--- config.mk ---
export PLATFORM = sky130hd
export DESIGN_NAME = lpsd_ctrl
export DESIGN_NICKNAME = d
export VERILOG_FILES = /design/src/hw/rtl/lpsd_pkg.sv /design/src/hw/rtl/lpsd_ctrl.sv
export SDC_FILE = /design/constraint.sdc
export NUM_CORES = 1
export LEC_CHECK = 0
export ABC_CLOCK_PERIOD_IN_PS = 1600
export BUFFER_PORTS_ARGS = -buffer_cell sky130_fd_sc_hd__buf_4
export CAP_MARGIN = 20
export CORE_AREA = 2 2 39 41
export CTS_CLUSTER_DIAMETER = 150
export DETAILED_ROUTE_END_ITERATION = 8
export DIE_AREA = 0 0 41 43
export PLACE_DENSITY = 0.48
export REMOVE_ABC_BUFFERS = 1
export SLEW_MARGIN = 20
export SYNTH_ARGS = -nofsm -noshare
export SYNTH_HDL_FRONTEND = slang
export SYNTH_SLANG_ARGS = --single-unit
--- constraint.sdc ---
create_clock -name clk -period 1.6 [get_ports clk]
set_clock_uncertainty 0.1 [all_clocks]
set_input_delay 0.32 -clock clk [delete_from_list [all_inputs] [get_ports clk]]
set_output_delay 0.32 -clock clk [all_outputs]
set_load 0.005 [all_outputs]
--- src/hw/rtl/lpsd_pkg.sv ---
`timescale 1ns / 1ps

package lpsd_pkg;

    // Panel geometry and timing.
    localparam int COLUMNS      = 64;
    localparam int ROWS         = 32;
    localparam int TICKS_PER_US = 50;

    localparam int HALF_ROWS  = ROWS / 2;
    localparam int HALF_DEPTH = HALF_ROWS * COLUMNS;
    localparam int COL_W      = $clog2(COLUMNS);
    localparam int ROW_W      = (HALF_ROWS > 1) ? $clog2(HALF_ROWS) : 1;
    localparam int ADDR_W     = $clog2(HALF_DEPTH);
    localparam int LIT_W      = 16;
    localparam int ROW_SEL_W  = 4;
    localparam int RGB_W      = 3;
    localparam int ON_TIME_W  = 7;

    localparam logic [ON_TIME_W-1:0] ON_TIME_MAX   = 7'd100;
    localparam logic [ON_TIME_W-1:0] ON_TIME_RESET = 7'd20;

    // Item kinds; the fourth code is ignored.
    localparam logic [1:0] KIND_TICK  = 2'd0;
    localparam logic [1:0] KIND_PIXEL = 2'd1;
    localparam logic [1:0] KIND_CLEAR = 2'd2;

    // RGB565 channel masks.
    localparam logic [15:0] MASK_RED   = 16'hF800;
    localparam logic [15:0] MASK_GREEN = 16'h07E0;
    localparam logic [15:0] MASK_BLUE  = 16'h001F;

    typedef struct packed {
        logic [1:0]  kind;
        logic [5:0]  pixel_x;
        logic [4:0]  pixel_y;
        logic [15:0] pixel_color;
    } lpsd_req_t;

    typedef struct packed {
        logic [RGB_W-1:0]     upper_rgb;
        logic [RGB_W-1:0]     lower_rgb;
        logic [ROW_SEL_W-1:0] row_select;
        logic                 shift_clock;
        logic                 latch_strobe;
        logic                 blank_n;
    } lpsd_rsp_t;

    // Commands from the controller to the datapath.
    typedef struct packed {
        logic tick;
        logic fetch_cap;
        logic pix_wr;
        logic clr_step;
    } lpsd_cmd_t;

    // Status from the datapath to the controller.
    typedef struct packed {
        logic need_fetch;
        logic clr_last;
    } lpsd_sts_t;

    // Each color bit is set when any bit of its RGB565 channel is set.
    function automatic logic [RGB_W-1:0] rgb565_bits(input logic [15:0] color);
        return {|(color & MASK_RED), |(color & MASK_GREEN), |(color & MASK_BLUE)};
    endfunction

endpackage

--- src/hw/rtl/lpsd_ctrl.sv ---
`timescale 1ns / 1ps

module lpsd_ctrl (
    input  logic               clk,
    input  logic               rst_n,
    input  logic               req_valid,
    input  logic [1:0]         req_kind,
    output logic               req_ready,
    output logic               rsp_valid,
    input  logic               rsp_ready,
    input  lpsd_pkg::lpsd_sts_t sts,
    output lpsd_pkg::lpsd_cmd_t cmd
);

    import lpsd_pkg::*;

    typedef enum logic [1:0] {
        ST_CLEAR,
        ST_IDLE,
        ST_FETCH
    } state_t;

    state_t state_reg, state_next;
    logic   rsp_valid_reg, rsp_valid_next;
    logic   accept;

    // An item is taken only when the result slot is free or drains this cycle.
    assign req_ready = (state_reg == ST_IDLE) && (!rsp_valid_reg || rsp_ready);
    assign accept    = req_valid && req_ready;
    assign rsp_valid = rsp_valid_reg;

    always_comb
    begin
        cmd.tick      = accept && (req_kind == KIND_TICK);
        cmd.pix_wr    = accept && (req_kind == KIND_PIXEL);
        cmd.fetch_cap = (state_reg == ST_FETCH);
        cmd.clr_step  = (state_reg == ST_CLEAR);
    end

    always_comb
    begin
        state_next     = state_reg;
        rsp_valid_next = rsp_valid_reg;
        if (rsp_valid_reg && rsp_ready)
        begin
            rsp_valid_next = 1'b0;
        end
        unique case (state_reg)
            ST_CLEAR:
            begin
                if (sts.clr_last)
                begin
                    state_next = ST_IDLE;
                end
            end
            ST_IDLE:
            begin
                if (accept && (req_kind == KIND_CLEAR))
                begin
                    state_next = ST_CLEAR;
                end
                else if (cmd.tick)
                begin
                    if (sts.need_fetch)
                    begin
                        state_next = ST_FETCH;
                    end
                    else
                    begin
                        rsp_valid_next = 1'b1;
                    end
                end
            end
            ST_FETCH:
            begin
                state_next     = ST_IDLE;
                rsp_valid_next = 1'b1;
            end
            default:
            begin
                state_next = ST_IDLE;
            end
        endcase
    end

    always_ff @(posedge clk or negedge rst_n)
    begin
        if (!rst_n)
        begin
            state_reg     <= ST_CLEAR;
            rsp_valid_reg <= 1'b0;
        end
        else
        begin
            state_reg     <= state_next;
            rsp_valid_reg <= rsp_valid_next;
        end
    end

    a_fetch_one_cycle: assert property (@(posedge clk) disable iff (!rst_n)
        state_reg == ST_FETCH |=> state_reg == ST_IDLE)
        else $error("fetch state lasted more than one cycle");

    a_fetch_gives_item: assert property (@(posedge clk) disable iff (!rst_n)
        state_reg == ST_FETCH |=> rsp_valid_reg)
        else $error("fetch did not produce a result item");

    a_no_accept_in_clear: assert property (@(posedge clk) disable iff (!rst_n)
        state_reg == ST_CLEAR |-> !req_ready)
        else $error("item accepted during clearing pass");

    a_clear_item_starts_pass: assert property (@(posedge clk) disable iff (!rst_n)
        accept && (req_kind == KIND_CLEAR) |=> state_reg == ST_CLEAR)
        else $error("clear item did not start clearing pass");

endmodule

# == Word-level counts from Yosys, hierarchy flattened ==
# Cells that the tools add are included.
# word_totals
reg_bits,3
in_bits,8
out_inout_bits,6
word_cells,30
# classes
n_eq_ne,7
muxes,10
reduce_logical,11
# ops
op,n
2-bit two-way mux,4
1-bit logical AND,6
3-bit by 2-bit != test with 1-bit output (second input constant),2
2-bit by 1-bit equality test with 1-bit output (second input constant),2
2-bit equality test (second input constant),2
2-bit logical NOT,2
1-bit two-way mux,4
2-bit case mux with 2 select lines,1
3-bit AND reduction,1
2-bit != test (second input constant),1
1-bit case mux with 2 select lines,1
1-bit logical NOT,1
1-bit logical OR,1

# == Depth between registers and ports, before layout ==
# Gate-level depths: netlist of the first run.
# logic_depth
depth_word,8
depth_mapped,6
ltp_nobuf,6

# == Worst setup path after synthesis of the first run ==
# Ideal clock, no wire load.
# synth_path
kind,reg-to-output
from,register state_reg[1]
to,output port cmd[1] (netlist name)
arrival_ps,956
required_ps,1180
setup_slack_ps,224
path_stages_with_launch,5
path_buffers,0
cell_sequence,dfrtp_1 inv_1 ha_1 nand2b_1 nor3_1
# synth_lines
item,line_no,rtl
"start, declared",lpsd_ctrl.sv:23,"state_t state_reg, state_next;"
"start signal, assigned",lpsd_ctrl.sv:95,state_reg <= state_next;
"end, declared",lpsd_ctrl.sv:12,output lpsd_pkg::lpsd_cmd_t cmd

==> flow_summary_export.csv, run 1 <==
group,metric,value,unit
flow_run,drv_cap,0,
die,dieWidth,41,um
global_routing,grt_pass1_vias,307,
die,num_rows,14,
synthesis,syn_area,272,um2
sta,slew_viol_final,0,
sta,setup_violations,2,
route,viasPerCell,4.42,
cells_and_area,largest_register_ffs,2,
sta,fmax,0.621,GHz
power_and_ir_drop,p_leak,0.268,nW
cells_and_area,drive_gt1_frac,0.607,
run_status,violations,"negative setup slack",
placed_design,place_congestion,0.755,
sta,period_needed,1.61,ns
clock_network,cts_tree,"built",
route,wl_per_cell,11.0,um
critical_path,arrival,1.19,ns
global_routing,met3_usage,0.0366,
sta,worst_slew_pin_slew,0.308,ns
power_and_ir_drop,power_frac_comb,0.629,
clock_network,cts_buffers,3,
clock_network,path_clk_slew,0.04,ns
sta,fin_crit_sh,1.01,
power_and_ir_drop,pwr-share-seq,0.172,
die,io_pins,14,
sta,fin_ws,-0.0100,ns
route,routed_wl,792,um
die,core_area,0.00138,mm2
clock_network,clk_latency,0.23,ns
global_routing,grt_util_met1,0.125,
power_and_ir_drop,peakVddDrop,468,uV
clock_network,htreeDepth,1,
synthesis,syn_inst,28,
global_routing,grt_max_degree,6,
run_status,status,"complete, but fails checks",
hold_path,hold_class,"in2reg",
synthesis,ys_ff_latch,3,
cells_and_area,fin_area,539,um2
global_routing,antenna_found_initial,0,
placed_design,dp_hpwl,533,um
synthesis,synth_warnings,0,
cells_and_area,syn_to_final_growth,98.6,%
placed_design,dp_cells,60,
power_and_ir_drop,clkPwrFrac,0.199,
global_routing,grt_overflow,0,
power_and_ir_drop,intPower,0.000444,W
cells_and_area,finalNetCount,68,
global_routing,grt.busiest_layer,"met2",
sta,finalHoldViolations,0,
cells_and_area,final_common_cell,"buf_4",
clock_network,cts_sinks,3,
cells_and_area,final_cells,72,
die,die_h,43,um
sta,hold_ws,0.234,ns
global_routing,grt.met2_usage,0.159,
route,ant_nets,0,
global_routing,grt_pass1_wl,1.23,mm
critical_path,cp-end-kind,"output pin",
synthesis,yosysUniqueCellTypes,18,
cells_and_area,antennaDiodeCount,0,
route,drt_iter0_markers,5,
placed_design,post_dp_cell_area,412,um2
route,drc,0,
critical_path,critical_path_class,"reg2out",
die,initial_utilization,0.196,
sta,max_slew_margin,0.792,
power_and_ir_drop,switchingPower,0.000248,W
critical_path,cp-start-kind,"flop",
power_and_ir_drop,power_density,1280,mW/mm2
synthesis,synth.avg_cell_area,9.70,um2
sta,rsz0062_at_grt,"yes",
global_routing,grtUsageTotal,0.103,
power_and_ir_drop,power.share.switching,0.358,
sta,tns,-0.0153,ns
clock_network,cts-root-buf,"clkbuf_4",
cells_and_area,fillCellCount,137,
placed_design,portBuffers,13,
die,die_area,0.00176,mm2
clock_network,clockBufferDepth,2,
route,vias,318,
critical_path,cp_max_fo,3,
synthesis,seq_area_frac_synth,0.276,
critical_path,cp.required,1.18,ns
route,dr.pass1.iters,4,
cells_and_area,mostFrequentLayoutCells,"23 x buf_4, 3 x inv_1, 3 x clkbuf_4, 3 x dfrtp_1",
==> cell usage after synthesis <==
cell / count / area (um2)
a21oi_1: 1 / 5.00
a22oi_1: 1 / 7.51
a31oi_1: 1 / 6.26
dfrtp_1: 3 / 75.1
ha_1: 3 / 37.5
inv_1: 4 / 15.0
nand2_1: 1 / 3.75
nand2b_1: 3 / 18.8
nand2b_4: 1 / 13.8
nand3b_1: 1 / 7.51
nor2b_1: 1 / 6.26
nor2b_4: 1 / 13.8
nor3_1: 2 / 10.0
nor4b_4: 1 / 23.8
o21ai_0: 1 / 5.00
o22ai_1: 1 / 6.26
o31ai_1: 1 / 7.51
o41ai_1: 1 / 8.76
==> worst max-delay path: stages (launching register included) <==
cell,delay [ns]
dfrtp_1,0.39
inv_2,0.08
ha_4,0.13
nor4b_4,0.20
buf_4,0.15
==> stage by stage <==
stage | setup slack [ns] | power (W) | util
finish | -0.0100 | 0.000691 | 0.390
global route | -0.0746 | 0.000738 | 0.390
CTS | -0.0208 | 0.000637 | 0.365
detailed placement | 0.155 | 0.000445 | 0.297
global placement | 0.143 | 0.000448 | 0.297
floorplan | 0.224 | 0.000286 | -
==> power groups by stage <==
| stage | logic (W) | clock network [W] | registers, W |
|---|---|---|---|
| 6_report | 0.000435 | 0.000138 | 0.000119 |
| 5_1_grt | 0.000466 | 0.000152 | 0.000121 |
| 4_1_cts | 0.000374 | 0.000144 | 0.000119 |
| 3_5_place_dp | 0.000334 | 0 | 0.000112 |
| 3_3_place_gp | 0.000335 | 0 | 0.000113 |
| 2_1_floorplan | 0.000176 | 0 | 0.000111 |
==> layer usage <==
metal	routed length (um)	part of all wire	vias up
li1	-	-	158
met1	326	0.41	143
met2	380	0.48	15
met3	75	0.095	2
met4	9	0.011	0
met5	0	0	-
==> worst paths after layout <==
path                                          startpoint  depth (start not counted)                       end  slack [ns]
worst max-delay path            state_reg[1]$_DFFE_PN0P_                          4                    cmd[3]       -0.01
worst min-delay path                         req_kind[1]                          2       rsp_valid$_DFF_PN0_        0.23
worst max register to register  state_reg[0]$_DFFE_PN0P_                          7  state_reg[1]$_DFFE_PN0P_        0.08
worst min register to register  state_reg[0]$_DFFE_PN0P_                          2  state_reg[0]$_DFFE_PN0P_        0.55
max in group asynchronous                          rst_n                          2  state_reg[0]$_DFFE_PN0P_        0.99
min in group asynchronous                          rst_n                          2       rsp_valid$_DFF_PN0_        0.31
==> cell families after synthesis <==
kind of cell / after synthesis / synth area share
and+or+nand+nor: 11 / 0.359
AOI/OAI and AO/OA: 7 / 0.171
buffers and inverters: 4 / 0.0553
adders and majority gates: 3 / 0.138
DFF: 3 / 0.276
==> cell type report <==
cell class | count | area (um2) | area share
Clock buffer | 4 | 26.3 | 0.0487
Inverter | 4 | 15.0 | 0.0278
Sequential cell | 3 | 75.1 | 0.139
Tap cell | 16 | 20.0 | 0.0371
Multi-Input combinational cell | 21 | 220 | 0.408
Timing Repair Buffer | 24 | 183 | 0.339
==> repair_timing <==
action,in CTS,in global routing
hold buffers,1,0
pin swaps,1,0
resized for setup,3,3
setup endpoints to repair,3,4
setup buffers,6,2
endpoints found under the hold margin,3,0
Note: power is estimated with default switching activity, not from simulation.
==> run 2: changes to the inputs <==
==> constraint.sdc (replaced) <==
create_clock -name clk -period 1.6 [get_ports clk]
set_clock_uncertainty 0.1 [all_clocks]
set_input_delay 0.24 -clock clk [delete_from_list [all_inputs] [get_ports clk]]
set_output_delay 0.24 -clock clk [all_outputs]
set_load 0.005 [all_outputs]
==> flow_summary_export.csv, run 2 (same netlist as run 1, synthesis figures left out) <==
group,metric,value,unit
placed_design,portBuffers,13,
critical_path,critical_path_class,"reg2out",
route,drt_iter0_markers,2,
cells_and_area,fin_area,458,um2
critical_path,cp.required,1.26,ns
global_routing,grt_max_degree,7,
global_routing,grt_pass1_wl,1.10,mm
clock_network,cts_sinks,3,
global_routing,antenna_found_initial,0,
clock_network,cts-root-buf,"clkbuf_4",
die,core_area,0.00138,mm2
cells_and_area,largest_register_ffs,2,
sta,finalHoldViolations,0,
sta,max_slew_margin,0.804,
power_and_ir_drop,p_leak,0.221,nW
global_routing,grt_overflow,0,
die,dieWidth,41,um
cells_and_area,final_cells,64,
clock_network,cts_tree,"built",
hold_path,hold_class,"in2reg",
critical_path,cp-end-kind,"output pin",
route,routed_wl,676,um
route,dr.pass1.iters,2,
route,viasPerCell,4.27,
die,io_pins,14,
sta,worst_slew_pin_slew,0.291,ns
cells_and_area,finalNetCount,60,
critical_path,arrival,1.24,ns
route,drc,0,
cells_and_area,drive_gt1_frac,0.500,
clock_network,htreeDepth,1,
sta,rsz0062_at_grt,"yes",
route,vias,273,
route,ant_nets,0,
cells_and_area,antennaDiodeCount,0,
die,die_h,43,um
die,die_area,0.00176,mm2
critical_path,cp-start-kind,"flop",
cells_and_area,final_common_cell,"buf_4",
sta,setup_violations,0,
placed_design,place_congestion,0.790,
clock_network,cts_buffers,3,
clock_network,clockBufferDepth,2,
sta,fmax,0.635,GHz
route,wl_per_cell,10.6,um
global_routing,grtUsageTotal,0.0955,
power_and_ir_drop,power_density,1260,mW/mm2
sta,fin_crit_sh,0.985,
power_and_ir_drop,peakVddDrop,537,uV
clock_network,path_clk_slew,0.04,ns
run_status,status,"finished clean",
global_routing,grt_pass1_vias,273,
critical_path,r2r_slack,0.19,ns
die,initial_utilization,0.196,
placed_design,dp_cells,57,
sta,tns,0,ns
die,num_rows,14,
placed_design,post_dp_cell_area,389,um2
sta,period_needed,1.58,ns
placed_design,dp_hpwl,486,um
cells_and_area,fin_util,0.331,
cells_and_area,mostFrequentLayoutCells,"15 x buf_4, 3 x inv_1, 3 x nand2b_1, 3 x clkbuf_4, 3 x dfrtp_1",
power_and_ir_drop,finalPower,0.000577,W
clock_network,clk_latency,0.23,ns
flow_run,drv_cap,0,
cells_and_area,syn_to_final_growth,68.7,%
sta,slew_viol_final,0,
critical_path,cp_max_fo,6,
==> run 2: per-stage QoR <==
step | hold slack [ns] | setup WS [ns]
2_1_floorplan | -0.156 | 0.304
3_3_place_gp | -0.0686 | 0.130
3_5_place_dp | -0.0684 | 0.0973
4_1_cts | 0.147 | 0.00600
5_1_grt | 0.157 | -0.0482
6_report | 0.163 | 0.0245
==> run 2: what timing repair did <==
| action | 4_1_cts | 5_1_grt |
|---|---|---|
| hold buffers | 1 | 0 |
| endpoints found under the setup margin | 3 | 2 |
| buffers inserted | 1 | 1 |
| pin swaps | 1 | 0 |
| gates resized for setup | 3 | 1 |
| endpoints found under the hold margin | 3 | 0 |
==> run 2: layout make-up <==
| type | count | area [um2] |
|---|---|---|
| inverters | 4 | 15.0 |
| fillers | 146 | 926 |
| repair buffers | 16 | 123 |
| multi-input cells | 21 | 199 |
| clock buffers | 4 | 26.3 |
| well taps | 16 | 20.0 |
| flip-flops and latches | 3 | 75.1 |
==> run 2: where the power goes <==
part	internal, W	switching (W)
registers	0.0000984	0.0000185
logic	0.000176	0.000148
clock network	0.0000937	0.0000427
==> run 2: path summary, 6_finish.rpt <==
check,end,from,cells past startpoint
setup / recovery,cmd[3],state_reg[1]$_DFFE_PN0P_,4
hold reg to reg,state_reg[0]$_DFFE_PN0P_,state_reg[0]$_DFFE_PN0P_,2
hold / removal,rsp_valid$_DFF_PN0_,req_kind[1],2
min in group asynchronous,state_reg[0]$_DFFE_PN0P_,rst_n,2
setup reg to reg,state_reg[0]$_DFFE_PN0P_,state_reg[0]$_DFFE_PN0P_,6
max in group asynchronous,state_reg[1]$_DFFE_PN0P_,rst_n,2
==> run 2: per-layer routing <==
metal	up-vias	wire length, um	global-route usage
met5	-	0	0
met4	0	0	0.0600
met3	0	66	0.0524
met2	13	305	0.131
met1	122	304	0.110
li1	138	-	-
==> run 2: critical path: stages (launching register included) <==
cell and delay (ns):
dfrtp_1 0.39, inv_2 0.09, ha_4 0.16, nor4b_4 0.21
buf_4 0.15
